[config.mk]
export PLATFORM = sky130hd
export DESIGN_NAME = tfrc_delay
export DESIGN_NICKNAME = d
export VERILOG_FILES = /design/src/sv/tfrc_pkg.sv /design/src/sv/tfrc_delay.sv
export SDC_FILE = /design/constraint.sdc
export NUM_CORES = 1
export LEC_CHECK = 0
export BUFFER_PORTS_ARGS = -buffer_cell sky130_fd_sc_hd__buf_2
export CAP_MARGIN = 20
export CORE_MARGIN = 1
export CORE_UTILIZATION = 35
export CTS_BUF_LIST = sky130_fd_sc_hd__clkbuf_8
export DETAILED_ROUTE_END_ITERATION = 12
export PLACE_DENSITY_LB_ADDON = 0.25
export SLEW_MARGIN = 20
export SYNTH_ARGS = -nofsm -noshare
export SYNTH_HDL_FRONTEND = slang
export SYNTH_SLANG_ARGS = --single-unit
[constraint.sdc]
create_clock -name aclk -period 0.8 [get_ports aclk]
set_input_delay 0.16 -clock aclk [delete_from_list [all_inputs] [get_ports aclk]]
set_output_delay 0.16 -clock aclk [all_outputs]
set_load 0.03 [all_outputs]
[src/sv/tfrc_pkg.sv]
package tfrc_pkg;

    localparam int RTT_W  = 24;
    localparam int LOSS_W = 17;
    localparam int RECV_W = 32;
    localparam int RATE_W = 33;
    localparam int PKT_W  = 16;
    localparam int L2_W   = 33;

    localparam int S_TDATA_W = 80;
    localparam int M_TDATA_W = 40;

    // quotient bits kept by the divider, enough to cover twice the receive rate
    localparam int QB = 34;

    localparam logic [LOSS_W-1:0] LOSS_ONE   = 17'd65536;
    localparam logic [PKT_W-1:0]  PKT_RESET  = 16'd1200;
    localparam logic [22:0]       NUM_SCALE  = 23'd8000000;
    // ceil(2^19 / 3), exact quotient by three for values up to 2^17
    localparam logic [17:0]       RECIP3     = 18'd174763;
    localparam int                RECIP3_SH  = 19;

    localparam logic STATUS_OK      = 1'b0;
    localparam logic STATUS_BAD_RTT = 1'b1;

    typedef struct packed {
        logic [RTT_W-1:0]  rtt;
        logic [LOSS_W-1:0] loss;
        logic [L2_W-1:0]   loss_sq;
        logic [RATE_W-1:0] upper;
        logic              zero_loss;
        logic              zero_rtt;
    } side_t;

    typedef struct packed {
        logic              status;
        logic [RATE_W-1:0] rate;
    } result_t;

endpackage

[src/sv/tfrc_delay.sv]
module tfrc_delay #(
    parameter int DEPTH = 4
) (
    input  logic              aclk,
    input  logic              aresetn,
    input  logic              ce,
    input  logic              valid_in,
    input  tfrc_pkg::side_t   side_in,
    output logic              valid_out,
    output tfrc_pkg::side_t   side_out
);

    logic            valid_reg [DEPTH];
    tfrc_pkg::side_t side_reg  [DEPTH];

    for (genvar i = 0; i < DEPTH; i++) begin : g_tap
        always_ff @(posedge aclk) begin
            if (!aresetn) begin
                valid_reg[i] <= 1'b0;
            end else if (ce) begin
                valid_reg[i] <= (i == 0) ? valid_in : valid_reg[(i == 0) ? 0 : i - 1];
            end
        end

        always_ff @(posedge aclk) begin
            if (ce) begin
                side_reg[i] <= (i == 0) ? side_in : side_reg[(i == 0) ? 0 : i - 1];
            end
        end
    end

    assign valid_out = valid_reg[DEPTH-1];
    assign side_out  = side_reg[DEPTH-1];

endmodule

==> metrics.txt <==
setup ws final=-0.531 ns; wire length per cell=approximately 15 um; Final Power=between 0.04 and 0.05 W; max-slew violation count=0; met3 wire length=roughly 1.5 mm; count of different cell masters after synthesis=6; Worst Path Arrival=1.17 ns; Top FF cell, synth=edfxtp_1; Highest Signal Layer=met4; die height=slightly below 200 um; M1 WL=roughly 9.5 mm; Clock transition at path regs=0.06 ns; post-route ant nets=0; WP buf/inv=1; number of synthesized register bits=440; GPL Wtd Cong=0.710; maxcap violations=0; worst hold path type=in2reg; Worst setup EP type=output pin; critical path peak fanout=1; gr ovfl total=0; largest net degree at the start of global routing=34; die width=slightly below 200 um; Final Setup Violations=roughly 110; peak supply drop=between 1000 and 1500 uV; CP delay by family, top=flip-flops; CP max-delay cell=edfxtp_1; EDFF count, synth=439; Flop pwr share=between 50% and 60%; die area=38600 um^2; violated checks=negative setup slack; Routed met2 length=roughly 11 mm; top-count cell post-synth=edfxtp_1; Sw Ratio=20.8%; min Tclk post-route=1.33 ns; max FFs per register=436; Vias/cell=just over 4; core area=~37000 um^2; Pwr Density=between 2000 and 3000 nW/um^2; DRT Pass-1 Iters=4; clock sinks=440; Global Route Usage Sum=between 10% and 20%; leading cell types by count after synthesis=439 x edfxtp_1, 3 x and3_2; Post-Route WL=22.2 mm; vias post-DR=between 5000 and 6000; number of CTS-inserted buffers=71; Mapped Cells=446; CP cell instances=buf_6; max incr delay on CP=about 0.43 ns; fraction of registers with async set/reset=0%; NetSw=0.0101 W; vias in the first global route=6404; combinational power share=approximately 5.7%; Syn. warnings=0; first-pass GRT wire length=roughly 34 mm; hold_ws=roughly 0.064 ns; Crit path required time=0.64 ns; pre-CTS setup slack=-0.222 ns; static leakage=between 6 and 7 nW; Layout area overhead=40.3%; initial DRC count=between 200 and 250; Root Buffer=clkbuf_8; Setup Crit Path Kind=reg2out; P_int=roughly 0.038 W; Ports=approximately 220; H-Tree Depth=3; clk_lat worst skew=between 0.5 and 0.6 ns; Worst setup SP type=register; top cell type's share of synthesized area=roughly 100%; Rel. slew slack=between 80% and 90%; dominant cells by area after synthesis=edfxtp_1 100%, and3_2 0.17%, dfxtp_1 0.15%, mux2i_1 0.076%, nand2b_1 0.047%; actual slew at the worst max-slew pin=0.176 ns; Worst Clk Skew=0.0232 ns; Hold Fails Final Rpt=0; Longest Clk Path Bufs=3; post-synthesis net count=between 500 and 600; row count=70; fin nets=between 1000 and 1500; CTS tree=yes; share of cells above drive strength 1=a little under two fifths; initial core utilization=between 30% and 40%; Post-Syn Area=around 13000 um^2; leading area contributor after synthesis=edfxtp_1; initial antenna violation count=0; HPWL Detailed=around 13 mm; status=finished with violations; post-CTS setup buffer count=0; Seq/Total Area, Yosys=approximately 100%; Clk pwr share=a little under two fifths; syn avg cell area=29.7 um^2; n_diodes=0; Port Buffers=between 200 and 250; Fmax=0.751 GHz; DRC=0; RSZ-0062 raised after global routing=true; Fillers=just under 3000; fin crit share=166%
[power groups by stage]
stage	combinational [W]	clock, W	sequential (W)
after global placement	0.00192	0	0.0280
after global routing	0.00292	0.0198	0.0278
after CTS	0.00279	0.0187	0.0277
after detailed placement	0.00198	0	0.0281
after floorplan	0.0000117	0	0.0286
final	0.00276	0.0180	0.0277
[layout make-up]
| cell class | instances | area [um^2] | share of cell area, % |
|---|---|---|---|
| Sequential cell | 440 | 13200 | 71.0 |
| Timing Repair Buffer | 370 | 3380 | 18.2 |
| Clock buffer | 74 | 1020 | 5.48 |
| Tap cell | 504 | 631 | 3.39 |
| Clock inverter | 48 | 309 | 1.66 |
| Multi-Input combinational cell | 6 | 48.8 | 0.262 |
[cells by family (layout without fill, tap and decap cells)]
logic type	after synthesis	in the layout	share of synthesized area (%)
buffers and inverters	0	492	0
flip-flops	440	440	99.7
AND/OR/NAND/NOR	5	5	0.264
multiplexers	1	1	0.0756
[through the flow]
step | cells | TNS [ns] | instance area, um^2 | utilization (%)
after global routing | 1442 | -61.59 | 18600 | 50.3
after detailed placement | 1207 | -72.70 | 15400 | 41.8
after floorplan | 446 | 0 | 13200 | -
after global placement | 1207 | -69.17 | 15400 | 41.8
final | 1442 | -52.69 | 18600 | 50.3
after CTS | 1442 | -60.97 | 18600 | 50.3
[timing repair]
| action | in CTS | in global routing |
|---|---|---|
| hold buffers | 113 | 0 |
| gates resized for setup | 221 | 1 |
| endpoints found under the hold margin | 118 | 0 |
| endpoints found under the setup margin | 111 | 112 |
| gates cloned | 0 | 0 |
| pin swaps | 1 | 0 |
[cell usage in the layout (no fill, tap or decap), drive strengths merged]
master / n
bufinv: 4
dlygate4sd3: 112
dlymetal6s4s: 1
nor2b: 1
and3: 3
mux2i: 1
inv: 28
buf: 257
edfxtp: 439
dfxtp: 1
clkinv: 14
nand2b: 1
clkbuf: 74
clkinvlp: 2
[routing by layer]
metal  vias to the layer above  global-route usage, %
met2                       202                   18.7
li1                       2732                      -
met3                        31                   4.23
met1                      2852                   14.0
met4                         0                   5.73
met5                         -                      0
[worst paths after layout]
path	end	slack, ns	startpoint	depth (start not counted)
min reg2reg	side_reg[2][73]	0.41	side_reg[1][73]	0
max reg2reg	valid_reg[1]	-0.01	valid_reg[0]	1
min	side_reg[3][107]	0.06	ce	2
max	side_out[37]	-0.53	side_reg[3][37]	1
Power figures use the tool's default switching activity.
