==> config.mk <==
export PLATFORM = sky130hd
export DESIGN_NAME = tfrc_out_slice
export DESIGN_NICKNAME = d
export VERILOG_FILES = /design/src/sv/tfrc_pkg.sv /design/src/sv/tfrc_out_slice.sv
export SDC_FILE = /design/constraint.sdc
export NUM_CORES = 1
export LEC_CHECK = 0
export BUFFER_PORTS_ARGS = -buffer_cell sky130_fd_sc_hd__buf_4
export CORE_MARGIN = 2
export CORE_UTILIZATION = 45
export CTS_BUF_LIST = sky130_fd_sc_hd__clkbuf_4
export CTS_CLUSTER_SIZE = 24
export DETAILED_ROUTE_END_ITERATION = 6
export HOLD_SLACK_MARGIN = 0.15
export PLACE_DENSITY = 0.7
export SYNTH_ARGS = -nofsm -noshare
export SYNTH_HDL_FRONTEND = slang
export SYNTH_SLANG_ARGS = --single-unit
export TNS_END_PERCENT = 10
==> constraint.sdc <==
create_clock -name aclk -period 10.35 [get_ports aclk]
set_clock_uncertainty 0.05 [all_clocks]
set_input_delay 0.5175 -clock aclk [delete_from_list [all_inputs] [get_ports aclk]]
set_output_delay 0.5175 -clock aclk [all_outputs]
set_load 0.05 [all_outputs]
==> src/sv/tfrc_pkg.sv <==
package tfrc_pkg;

    localparam int RTT_W  = 24;
    localparam int LOSS_W = 17;
    localparam int RECV_W = 32;
    localparam int RATE_W = 33;
    localparam int PKT_W  = 16;
    localparam int L2_W   = 33;

    localparam int S_TDATA_W = 80;
    localparam int M_TDATA_W = 40;

    // quotient bits kept by the divider, enough to cover twice the receive rate
    localparam int QB = 34;

    localparam logic [LOSS_W-1:0] LOSS_ONE   = 17'd65536;
    localparam logic [PKT_W-1:0]  PKT_RESET  = 16'd1200;
    localparam logic [22:0]       NUM_SCALE  = 23'd8000000;
    // ceil(2^19 / 3), exact quotient by three for values up to 2^17
    localparam logic [17:0]       RECIP3     = 18'd174763;
    localparam int                RECIP3_SH  = 19;

    localparam logic STATUS_OK      = 1'b0;
    localparam logic STATUS_BAD_RTT = 1'b1;

    typedef struct packed {
        logic [RTT_W-1:0]  rtt;
        logic [LOSS_W-1:0] loss;
        logic [L2_W-1:0]   loss_sq;
        logic [RATE_W-1:0] upper;
        logic              zero_loss;
        logic              zero_rtt;
    } side_t;

    typedef struct packed {
        logic              status;
        logic [RATE_W-1:0] rate;
    } result_t;

endpackage

==> src/sv/tfrc_out_slice.sv <==
module tfrc_out_slice (
    input  logic                aclk,
    input  logic                aresetn,
    input  logic                in_valid,
    output logic                in_ready,
    input  tfrc_pkg::result_t   in_data,
    output logic                out_valid,
    input  logic                out_ready,
    output tfrc_pkg::result_t   out_data
);

    logic              out_valid_reg;
    logic              skid_valid_reg;
    tfrc_pkg::result_t out_data_reg;
    tfrc_pkg::result_t skid_data_reg;

    assign in_ready  = !skid_valid_reg;
    assign out_valid = out_valid_reg;
    assign out_data  = out_data_reg;

    always_ff @(posedge aclk) begin
        if (!aresetn) begin
            out_valid_reg  <= 1'b0;
            skid_valid_reg <= 1'b0;
        end else if (!out_valid_reg || out_ready) begin
            if (skid_valid_reg) begin
                out_valid_reg  <= 1'b1;
                skid_valid_reg <= 1'b0;
            end else begin
                out_valid_reg <= in_valid;
            end
        end else if (in_valid && !skid_valid_reg) begin
            skid_valid_reg <= 1'b1;
        end
    end

    always_ff @(posedge aclk) begin
        if (!out_valid_reg || out_ready) begin
            out_data_reg <= skid_valid_reg ? skid_data_reg : in_data;
        end else if (in_valid && !skid_valid_reg) begin
            skid_data_reg <= in_data;
        end
    end

endmodule

==> impl_summary.md <==
Finish
At the end of the flow, the number of nets in the layout was 233. The footprint of the multi-input gates is 532 um2. For this run, the share of the core covered by cells in the final layout is between 50% and 60%. The number of antenna diodes in the final layout is 0. Relative to the synthesized area, the layout overhead comes to 25.5%.

The total of fill cells in the finished design is 455. In the final layout, flip-flops and latches occupy 0.00208 mm2. The post-route netlist has 63.6% of its cells at a drive strength greater than 1. After routing the design area is 0.00336 mm2.

Power
The cell area power density is 164 mW/mm2. The static leakage is 1.32 nW. The worst-case IR drop observed on VDD is 81.4 uV.

STA
The worst path uses roughly a quarter of the clock period. The final number of hold-violating endpoints is 0. The count of final max-slew check failures is 0. Setup violations remaining at the end of the flow were counted as 0. The final setup TNS is 0 ps. The relative max-transition margin is 23.8%.

The clock period minus worst slack is 2480 ps. Setup repair after global routing left no endpoint under its margin. The maximum clock rate is 0.404 GHz.

The slew at the pin closest to its max-slew limit is between 1000 and 1500 ps.

Critical path
The worst register-to-register path begins at out_valid. The critical path capture point type is a flip-flop. Across all register-to-register paths, the minimum setup slack is 7870 ps.

The path depth of the worst reg2reg path is 3. The worst reg2reg path endpoint is skid_data_reg[12]. The biggest fanout along the worst timing path is 37.

Data arrives at the worst endpoint at approximately 2500 ps. STA classifies the critical path startpoint as a flip-flop. In this run the worst setup path begins at out_valid.

The data required time of the critical path is 10350 ps. By startpoint and endpoint, the worst setup path is classified as reg -> reg.

Min path
Along the worst hold path, the cell count comes to 1. The launch instance of the worst min-delay path is in_data[33]. The hold-critical path endpoint is skid_data_reg[33]. In this run the worst hold path is classified as in -> reg.

Clocking
TritonCTS built the clock tree. Clock latency on the worst-skew pair, taken at its later pin, is 380 ps. The maximum clock insertion buffer count is 2. The clock drives 70 sinks. The H-tree depth is 3. In this run the clock root is driven by a sky130_fd_sc_hd__clkbuf_4. Post-CTS repair changed the size of 0 cells. Clock-pin slew was measured on the worst setup and hold paths at about 100 ps. Clock tree synthesis inserted a total of 9 buffers.

The post-cts hold buffer count is 0. The post-CTS repair timing setup buffer count is 0.

Logic synthesis
Summing the areas of all and, or, nand and nor instances in the mapped netlist gives 1.21% of the synthesized area. The combinational family with the most area after synthesis is multiplexers. The parity-gate share of the synthesized area counting xor and xnor cells is 0%.

Synthesis instantiated 12 different standard cells from the library. The synthesized netlist net count is 152. The number of warnings printed during yosys synthesis is 0. The flip-flop cell with the highest count after synthesis is sky130_fd_sc_hd__edfxtp_1. The sequential-to-total area share from yosys stat is 77.6%.

The average footprint of a synthesized cell is approximately 24 um2. After synthesis, the cell types taking the most area are sky130_fd_sc_hd__edfxtp_1 (76%), sky130_fd_sc_hd__mux2_4 (15%), sky130_fd_sc_hd__mux2_2 (2.9%), sky130_fd_sc_hd__buf_12 (2.2%), sky130_fd_sc_hd__dfxtp_1 (1.5%). Synthesis produced 114 cells. The portion of synthesized area spent on multiplexers is 18.1%.

The biggest area contributor in the post-synthesis netlist is sky130_fd_sc_hd__edfxtp_1. Summing the areas of all compound-gate instances in the mapped netlist gives less than 1% of the synthesized area. The synthesized design contains roughly 70 enable-type register cells. After Yosys synthesis, full adders, half adders and majority gates account for 0% of the synthesized area. The post-synthesis cell area is 0.00268 mm2. After synthesis the netlist holds a flip-flop and latch count of 70. For this run, asynchronously set or reset flops after synthesis account for 0%. Yosys instantiated no cell more often than sky130_fd_sc_hd__edfxtp_1. The proportion of netlist area held by the largest area contributor is around 76%. Ranked by instance count, the synthesized netlist is headed by sky130_fd_sc_hd__edfxtp_1 (68), sky130_fd_sc_hd__mux2_4 (27), sky130_fd_sc_hd__mux2_2 (7), sky130_fd_sc_hd__buf_12 (3), sky130_fd_sc_hd__dfxtp_1 (2).

Drt
The pre-antenna-repair detailed-routing pass consisted of 4 iterations. The final routed DRC violation total is 0. Dividing the detail-routed wire length by the instance count gives roughly 16 um.

Across all layers, the routed design uses ~1300 vias. For this block, wires on met1 add up to roughly 1700 um. For this block, the routed nets add up to 4400 um of wire.

After detailed routing, the number of vias per cell comes to 4.86. The first routing iteration left between 60 and 70 violations. The top layer used by detailed routing is met4. The routed length on met3 is 321 um. In this run the remaining antenna-violating nets after routing total 0. Summed over all nets, wire length on met2 after detailed routing comes to 2260 um.

Floorplanning
The die covers 0.00659 mm2. The floorplan step set the die height to 81.2 um. The placement row count is 28.

The I/O pin count is 74. In this run the horizontal extent of the chip is 81.2 um. The core area is 0.00585 mm2. The starting density of the core is 45.8%.

Placement
Detailed placement finished with a half-perimeter wire length of 3080 um. The placed standard-cell area is 0.00327 mm2. Buffers placed on the I/O ports in this run total between 70 and 80.

The final weighted congestion of routability-driven global placement is 0.728.

Job
The total of max-cap violations is 0.

Global route
The via count of the first global-routing pass was 1348. Entering global routing, the biggest net connects 38 pins. The all-layer global routing usage is 14.1%.

For this run the aggregate overflow at the end of global routing stands at 0. The number of antenna violations at the first check in global routing is 0. The wire length of the first global-routing pass is 6570 um.

Status
The flow ran to the end, and the final reports show no timing, DRC or antenna violations.
cell type report:
cell class	instances	area share, %
inverter	1	0.112
clock inverter	3	0.409
clock buffer	11	2.45
multi-input combinational	39	15.8
timing repair buffer	74	16.5
tap	75	2.79
sequential	70	61.9
layout by cell type, fill, tap and decap left out:
cell type and instances:
sky130_fd_sc_hd__clkbuf_4 11, sky130_fd_sc_hd__a21boi_0 1, sky130_fd_sc_hd__dfxtp_2 1, sky130_fd_sc_hd__mux2_4 27, sky130_fd_sc_hd__inv_1 1, sky130_fd_sc_hd__clkinv_1 1
sky130_fd_sc_hd__dfxtp_1 1, sky130_fd_sc_hd__nor2_2 1, sky130_fd_sc_hd__edfxtp_1 68, sky130_fd_sc_hd__nor3b_2 2, sky130_fd_sc_hd__buf_4 74, sky130_fd_sc_hd__mux2_2 7
sky130_fd_sc_hd__clkinv_2 2, sky130_fd_sc_hd__nand2b_2 1
worst max-delay path, cell delays in order, from the launching register on:
cell	delay, ps
sky130_fd_sc_hd__dfxtp_1	370
sky130_fd_sc_hd__nand2b_2	500
sky130_fd_sc_hd__nor3b_2	780
sky130_fd_sc_hd__buf_4	430
metrics by stage:
step	worst slack [ps]	hold slack, ps	power [mW]	instances
3_3_place_gp	7510	479	0.423	259
5_1_grt	7640	225	0.572	273
3_5_place_dp	7420	488	0.425	259
4_1_cts	7800	233	0.557	273
2_1_floorplan	5640	473	0.393	114
6_report	7870	263	0.551	273
per-layer routing:
layer / vias to the layer above / track usage (%)
li1: 609 / -
met1: 656 / 17.0
met2: 54 / 21.9
met3: 8 / 4.78
met4: 0 / 8.64
met5: - / 0
report_power, final:
part / internal (mW) / switching, mW
clock: 0.0509 / 0.0831
sequential: 0.327 / 0.00592
combinational: 0.0329 / 0.0519
total: 0.410 / 0.141
worst max-delay path by stage:
stage / end / slack (ps) / cells past startpoint
CTS: skid_data_reg[12] / 7800 / 3
detailed placement: skid_data_reg[16] / 7420 / 4
floorplan: skid_data_reg[0] / 5640 / 2
finish: skid_data_reg[12] / 7870 / 3
global route: skid_data_reg[12] / 7640 / 3
global placement: skid_data_reg[23] / 7510 / 4
cells by family after synthesis:
kind of cell    count (synthesis)
flops                          70
mux                            34
buf+inv                         5
simple gates                    4
compound gates                  1
No activity file was read; power rests on OpenSTA's default activity.
