### src/sv/tfrc_isqrt.sv
module tfrc_isqrt #(
    parameter int RW = 20
) (
    input  logic            aclk,
    input  logic            ce,
    input  logic [2*RW-1:0] radicand,
    output logic [RW-1:0]   root
);

    logic [RW+1:0]   rem_reg  [RW];
    logic [RW-1:0]   root_reg [RW];
    logic [2*RW-1:0] x_reg    [RW];

    for (genvar i = 0; i < RW; i++) begin : g_step
        logic [RW+1:0]   rem_in;
        logic [RW-1:0]   root_in;
        logic [2*RW-1:0] x_in;
        logic [RW+1:0]   rem_sh;
        logic [RW+1:0]   trial;
        logic            ge;
        logic [RW+1:0]   rem_next;
        logic [RW-1:0]   root_next;

        if (i == 0) begin : g_first
            assign rem_in  = '0;
            assign root_in = '0;
            assign x_in    = radicand;
        end else begin : g_rest
            assign rem_in  = rem_reg[i-1];
            assign root_in = root_reg[i-1];
            assign x_in    = x_reg[i-1];
        end

        // one root bit per step, two radicand bits shifted in
        assign rem_sh    = {rem_in[RW-1:0], x_in[2*RW-1:2*RW-2]};
        assign trial     = {root_in, 2'b01};
        assign ge        = (rem_sh >= trial);
        assign rem_next  = ge ? (rem_sh - trial) : rem_sh;
        assign root_next = {root_in[RW-2:0], ge};

        always_ff @(posedge aclk) begin
            if (ce) begin
                rem_reg[i]  <= rem_next;
                root_reg[i] <= root_next;
                x_reg[i]    <= {x_in[2*RW-3:0], 2'b00};
            end
        end
    end

    assign root = root_reg[RW-1];

endmodule

### config.mk
export PLATFORM = sky130hd
export DESIGN_NAME = tfrc_isqrt
export DESIGN_NICKNAME = d
export VERILOG_FILES = /design/src/sv/tfrc_isqrt.sv
export SDC_FILE = /design/constraint.sdc
export NUM_CORES = 1
export LEC_CHECK = 0
export BUFFER_PORTS_ARGS = -buffer_cell sky130_fd_sc_hd__buf_2
export CELL_PAD_IN_SITES_DETAIL_PLACEMENT = 1
export CELL_PAD_IN_SITES_GLOBAL_PLACEMENT = 1
export CORE_MARGIN = 3
export CORE_UTILIZATION = 53
export CTS_CLUSTER_DIAMETER = 120
export DETAILED_ROUTE_END_ITERATION = 6
export GPL_ROUTABILITY_DRIVEN = 0
export PLACE_DENSITY_LB_ADDON = 0.1
export SLEW_MARGIN = 5
export SYNTH_ARGS = -nofsm -noshare
export SYNTH_HDL_FRONTEND = slang
export SYNTH_SLANG_ARGS = --single-unit
### constraint.sdc
create_clock -name aclk -period 3.5 [get_ports aclk]
set_clock_uncertainty 0.2 [all_clocks]
set_input_delay 0.35 -clock aclk [delete_from_list [all_inputs] [get_ports aclk]]
set_output_delay 0.35 -clock aclk [all_outputs]
set_load 0.1 [all_outputs]
==> flow_summary.yaml, run 1 <==
setup_path:
  arrival_ns: 3.58
  crit_type: "flop to flop"
  endpoint_kind: "flop"
  cp_num_buf_inv: 0
  cp_top_family: "compound AO/OA/AOI/OAI gates"
  crit_start: "rem_reg[15][0]"
  cp_slowest_stage_delay_ns: 0.53
  worstPathCellList: "ha_1 > nor2b_1 > o31a_1 > o31ai_2 > a21boi_0 > or4_1 > nand3_1 > xnor2_1 > a21oi_1"
  worstPathRequired_ns: 3.68
  crit_slowest_cell: "or4_1"
  r2r_start: "rem_reg[15][0]"
  start_kind: "flop"
  path_max_fanout: 4
clock_network:
  clock_path_buffers: 3
  cts_tree: "yes"
  post_cts_buffers: 0
  insertion_delay_ns: 0.68
  numCtsBuffers: 99
  clockRootBuffer: "clkbuf_16"
  cts_sinks: 947
  clk_pin_slew_ns: 0.06
  cts_max_level: 3
cells_and_area:
  multi_input_area_sq_mm: 0.0139
  seqCellArea_sq_mm: 0.0284
  layout.cells.non_filler: 4635
  finish.net_count: 3761
  fill_cells: 7782
  syn_to_final_growth_pct: 14.7
  largest_reg_flops: 380
  drive_gt1_frac: 0.103
grt:
  grt-busiest-layer: "met2"
  grt.total_usage: 0.221
  grt_max_degree: 99
  grt_pass1_vias: 28700
  antenna_found_initial: 1
  overflow: 0
  grt_pass1_wl_um: 153000
  grt_util_met2: 0.394
  gr-usage-met1: 0.276
  grtUsageMet3: 0.0311
logic_synthesis:
  syn-mean-instance-area_sq_um: 13.3
  syn_nets: 3549
  synthMuxAreaShare: 0.0104
  synthCells: 3276
  synthDistinctLibCells: 92
  yosysWarningCount: 0
  synth_top_family_by_area: "simple AND/OR/NAND/NOR gates"
  synthAdderAreaFrac: 0.0664
  synth_edf_count: 947
  synth_compound_area_frac: 0.0922
  synth_xor_area_frac: 0.0537
  ys_seq_area_frac: 0.653
  netlist.area_leader.share: 0.653
  synthTopCellsByArea: "edfxtp_1 (65%), ha_1 (6.6%), xor2_1 (2.8%), xnor2_1 (2.6%), inv_1 (2.4%)"
  synth_ff_type: "edfxtp_1"
  async_flop_share: 0
  synthSimpleGateAreaFrac: 0.0944
  mappedNetlistArea_sq_mm: 0.0435
  synth_top_cell_by_area: "edfxtp_1"
  ys_ff_latch: 947
drt:
  vias_per_cell: 5.70
  routed_wirelength_um: 94500
  drc: 0
  drt_iter0_markers: 1503
  ant_nets: 0
  vias: 26400
  first_pass_iters: 5
  wl_per_cell_um: 20.4
worst_hold_path:
  min_from: "radicand[32]"
  hp-class: "input port to flop"
timing:
  tightest_slew_ns: 0.718
  hold_ws_ns: 0.176
  period_needed_ns: 3.40
  timing.fmax_mhz: 294
  max_slew_margin: 0.515
  grt_setup_unrepaired: "no"
  hold_violations: 0
  setup_violations: 0
  slew_violations: 0
  post-route-period-util: 0.971
power:
  share_seq_of_total_power: 0.456
  switchingPower_uw: 8860
  clkPwrFrac: 0.370
  p_int_uw: 24100
  ir_drop_mv: 0.616
  cellLeakagePower_uw: 0.0194
  p_comb_frac: 0.174
  p_per_area_mw_per_mm2: 661
  netSwitchingFraction: 0.268
die:
  fp.dieH_um: 293
  die_w_um: 293
  pin_count: 62
  core_sq_mm: 0.0809
  dieArea_sq_mm: 0.0856
  fp-row-count: 104
  start_util: 0.538
placed_design:
  port-buffer-count: 61
  place_hpwl_um: 65300
  dp.cells: 4405
job:
  maxCapViolCount: 0
run_status:
  status: "finished, final reports clean"
per-layer routing:
metal	wire length [um]	vias to the layer above
met5	0	-
met4	2840	0
met3	3210	203
met2	48900	489
met1	39500	13200
li1	-	12500
layout by cell type, fill, tap and decap left out, types with 99 or more instances in the layout:
| cell | instances |
|---|---|
| inv_1 | 275 |
| a21oi_1 | 191 |
| o21ai_0 | 155 |
| clkbuf_16 | 99 |
| nand2_1 | 203 |
| xor2_1 | 138 |
| nor2_1 | 232 |
| xnor2_1 | 129 |
| ha_1 | 231 |
| edfxtp_1 | 947 |
power by group through the flow:
stage / clock [uW] / combinational, uW / sequential (uW)
6_report: 12200 / 5730 / 15100
5_1_grt: 13000 / 6380 / 15200
4_1_cts: 12500 / 5710 / 15100
3_5_place_dp: 0 / 5560 / 15300
3_3_place_gp: 0 / 5180 / 15200
2_1_floorplan: 0 / 3930 / 15000
kinds of logic after synthesis:
group,Yosys count
compound gates,634
xor+xnor,267
fa+ha+maj,231
buf+inv,329
flops,947
mux,40
other cells,1
simple gates,827
metrics by stage:
step	total power (uW)	instance area, sq um	util	setup slack (ns)	setup TNS, ns
2_1_floorplan	18900	43500	-	0.540	0
3_5_place_dp	20800	45600	0.563	-0.0834	-0.477
3_3_place_gp	20400	45600	0.563	0.208	0
5_1_grt	34500	49900	0.617	0.000475	0
6_report	33000	49900	0.617	0.103	0
4_1_cts	33300	49900	0.616	0.105	0
layout make-up:
| type | instances | share of cell area |
|---|---|---|
| Tap cell | 1060 | 0.0266 |
| Sequential cell | 947 | 0.569 |
| Timing Repair Buffer | 163 | 0.0281 |
| Antenna cell | 1 | 0.0000501 |
| Multi-Input combinational cell | 2000 | 0.277 |
| Inverter | 277 | 0.0209 |
| Clock inverter | 80 | 0.0274 |
| Clock buffer | 107 | 0.0502 |
synth_stat cells (40+ instances only):
master,number
inv_1,275
nand2b_1,40
nor3_1,74
a21o_1,55
edfxtp_1,947
xor2_1,138
ha_1,231
o21a_1,48
nor2_1,232
o21ai_0,156
nand2_1,203
a21oi_1,192
xnor2_1,129
nand3_1,50
path summary, 6_finish.rpt:
kind	to	slack [ns]	cells past startpoint
max	rem_reg[16][16]	0.10	9
min	x_reg[0][32]	0.18	2
max reg2reg	rem_reg[16][16]	0.10	9
min reg2reg	x_reg[13][35]	0.20	0
timing repair:
action / CTS / global route
hold buffers: 42 / 0
resized for setup: 1 / 12
setup endpoints to repair: 10 / 37
endpoints found under the hold margin: 93 / 0
No activity file was read; power rests on OpenSTA's default activity.
==> run 2: changes to the inputs <==
==> constraint.sdc (replaced) <==
create_clock -name aclk -period 3.7 [get_ports aclk]
set_clock_uncertainty 0.2 [all_clocks]
set_input_delay 0.37 -clock aclk [delete_from_list [all_inputs] [get_ports aclk]]
set_output_delay 0.37 -clock aclk [all_outputs]
set_load 0.1 [all_outputs]
==> run 2 against run 1 <==
- setup slack better by 0.18 ns
- global-route usage down 0.61 points
- largest cell class unchanged
- routed wire length decreased by 3.8%
- power down 11%
- largest power group unchanged
- die area unchanged
- register-to-register slack better by 0.18 ns
- first-iteration DRC count decreased by 6.2%
- combinational power decreased by 7.0%
==> flow_summary.yaml, run 2 (synthesis gave the netlist of run 1 again) <==
timing:
  post-route-period-util: 0.923
  timing.fmax_mhz: 293
  period_needed_ns: 3.42
  setup_violations: 0
  grt_setup_unrepaired: "no"
  max_slew_margin: 0.427
  slew_violations: 0
  fin_setup_tns_ns: 0
  hold_violations: 0
  tightest_slew_ns: 0.849
worst_hold_path:
  hp-class: "flop to flop"
clock_network:
  cts_tree: "yes"
  clockRootBuffer: "clkbuf_16"
  numCtsBuffers: 98
  clock_path_buffers: 3
  clk_pin_slew_ns: 0.06
  post_cts_buffers: 0
  cts_sinks: 947
  insertion_delay_ns: 0.65
  cts_max_level: 3
grt:
  grt_max_degree: 101
  antenna_found_initial: 0
  grt_pass1_vias: 28300
  overflow: 0
  grt_pass1_wl_um: 149000
  grt.total_usage: 0.214
die:
  fp-row-count: 104
  core_sq_mm: 0.0809
  pin_count: 62
  fp.dieH_um: 293
  dieArea_sq_mm: 0.0856
  die_w_um: 293
  start_util: 0.538
drt:
  wl_per_cell_um: 19.7
  drt_iter0_markers: 1410
  ant_nets: 0
  drc: 0
  first_pass_iters: 5
  routed_wirelength_um: 90900
  vias: 26100
  vias_per_cell: 5.66
cells_and_area:
  final_core_utilization: 0.607
  final_cell_mix: "edfxtp_1 (947), inv_1 (275), nor2_1 (232)"
  final_common_cell: "edfxtp_1"
  finish.net_count: 3746
  stdcell_area_sq_mm: 0.0491
  multi_input_area_sq_mm: 0.0138
  largest_reg_flops: 380
  seqCellArea_sq_mm: 0.0284
  fill_cells: 7853
  syn_to_final_growth_pct: 12.9
  drive_gt1_frac: 0.0938
  antenna_cells: 0
run_status:
  status: "finished, final reports clean"
placed_design:
  place_area_sq_mm: 0.0454
  place_hpwl_um: 64900
  port-buffer-count: 61
setup_path:
  worstPathCellList: "ha_1 > nor2b_1 > o31ai_1 > a21oi_2 > a32o_1 > o41ai_2 > and2b_1 > a2111oi_0 > xor2_1"
  cp_slowest_stage_delay_ns: 0.70
  path_max_fanout: 13
  arrival_ns: 3.57
  worstPathRequired_ns: 3.86
  start_kind: "flop"
  crit_slowest_cell: "a2111oi_0"
  crit_type: "flop to flop"
  endpoint_kind: "flop"
power:
  cellLeakagePower_uw: 0.0190
  p_per_area_mw_per_mm2: 601
  ir_drop_mv: 0.398
job:
  maxCapViolCount: 0
## run 2: what timing repair did
item,in CTS,in global routing
hold buffers,42,0
resized for setup,0,2
endpoints found under the hold margin,50,0
setup endpoints to repair,0,14
## run 2: worst paths after layout
| check | from | endpoint | slack, ns | cells after the start |
|---|---|---|---|---|
| worst max-delay path | rem_reg[13][0] | rem_reg[14][19] | 0.28 | 9 |
| worst min-delay path | x_reg[7][28] | x_reg[8][30] | 0.20 | 0 |
| worst max register to register | rem_reg[13][0] | rem_reg[14][19] | 0.28 | 9 |
| worst min register to register | x_reg[7][28] | x_reg[8][30] | 0.20 | 0 |
## run 2: final cells by class
type | count | share of cell area
repair buffers | 149 | 0.0253
well taps | 1060 | 0.0270
clock inverters | 64 | 0.0155
inverters | 277 | 0.0212
clock buffers | 115 | 0.0512
multi-input cells | 2000 | 0.281
flip-flops and latches | 947 | 0.579
## run 2: report_power, final
group	total, uW	internal, uW	switching, uW
clock	9980	5820	4160
combinational	5330	2210	3120
sequential	14200	13400	767
total	29500	21500	8040
## run 2: per-stage QoR
stage	total power [uW]	hold WS, ns	setup slack (ns)	std cells
floorplan	17900	0.200	0.740	3276
global placement	19300	0.201	0.339	4391
detailed placement	19700	0.205	0.212	4391
CTS	29800	0.155	0.187	4612
global route	31000	0.163	0.0187	4612
finish	29500	0.199	0.283	4612
## run 2: layer usage
| layer | wire, um | global-route usage | share of wire |
|---|---|---|---|
| met5 | 0 | 0 | 0 |
| met4 | 2420 | 0.0632 | 0.027 |
| met3 | 3000 | 0.0301 | 0.033 |
| met2 | 46700 | 0.384 | 0.51 |
| met1 | 38800 | 0.272 | 0.43 |
## run 2: worst max-delay path, delay by kind of cell (launching register included)
| kind | cells | cell delay, ns |
|---|---|---|
| adder cells (fa/ha/maj) | 1 | 0.39 |
| AND/OR/NAND/NOR | 2 | 0.52 |
| AO/OA/AOI/OAI | 5 | 1.49 |
| XOR/XNOR | 1 | 0.15 |
| flip-flops | 1 | 0.42 |
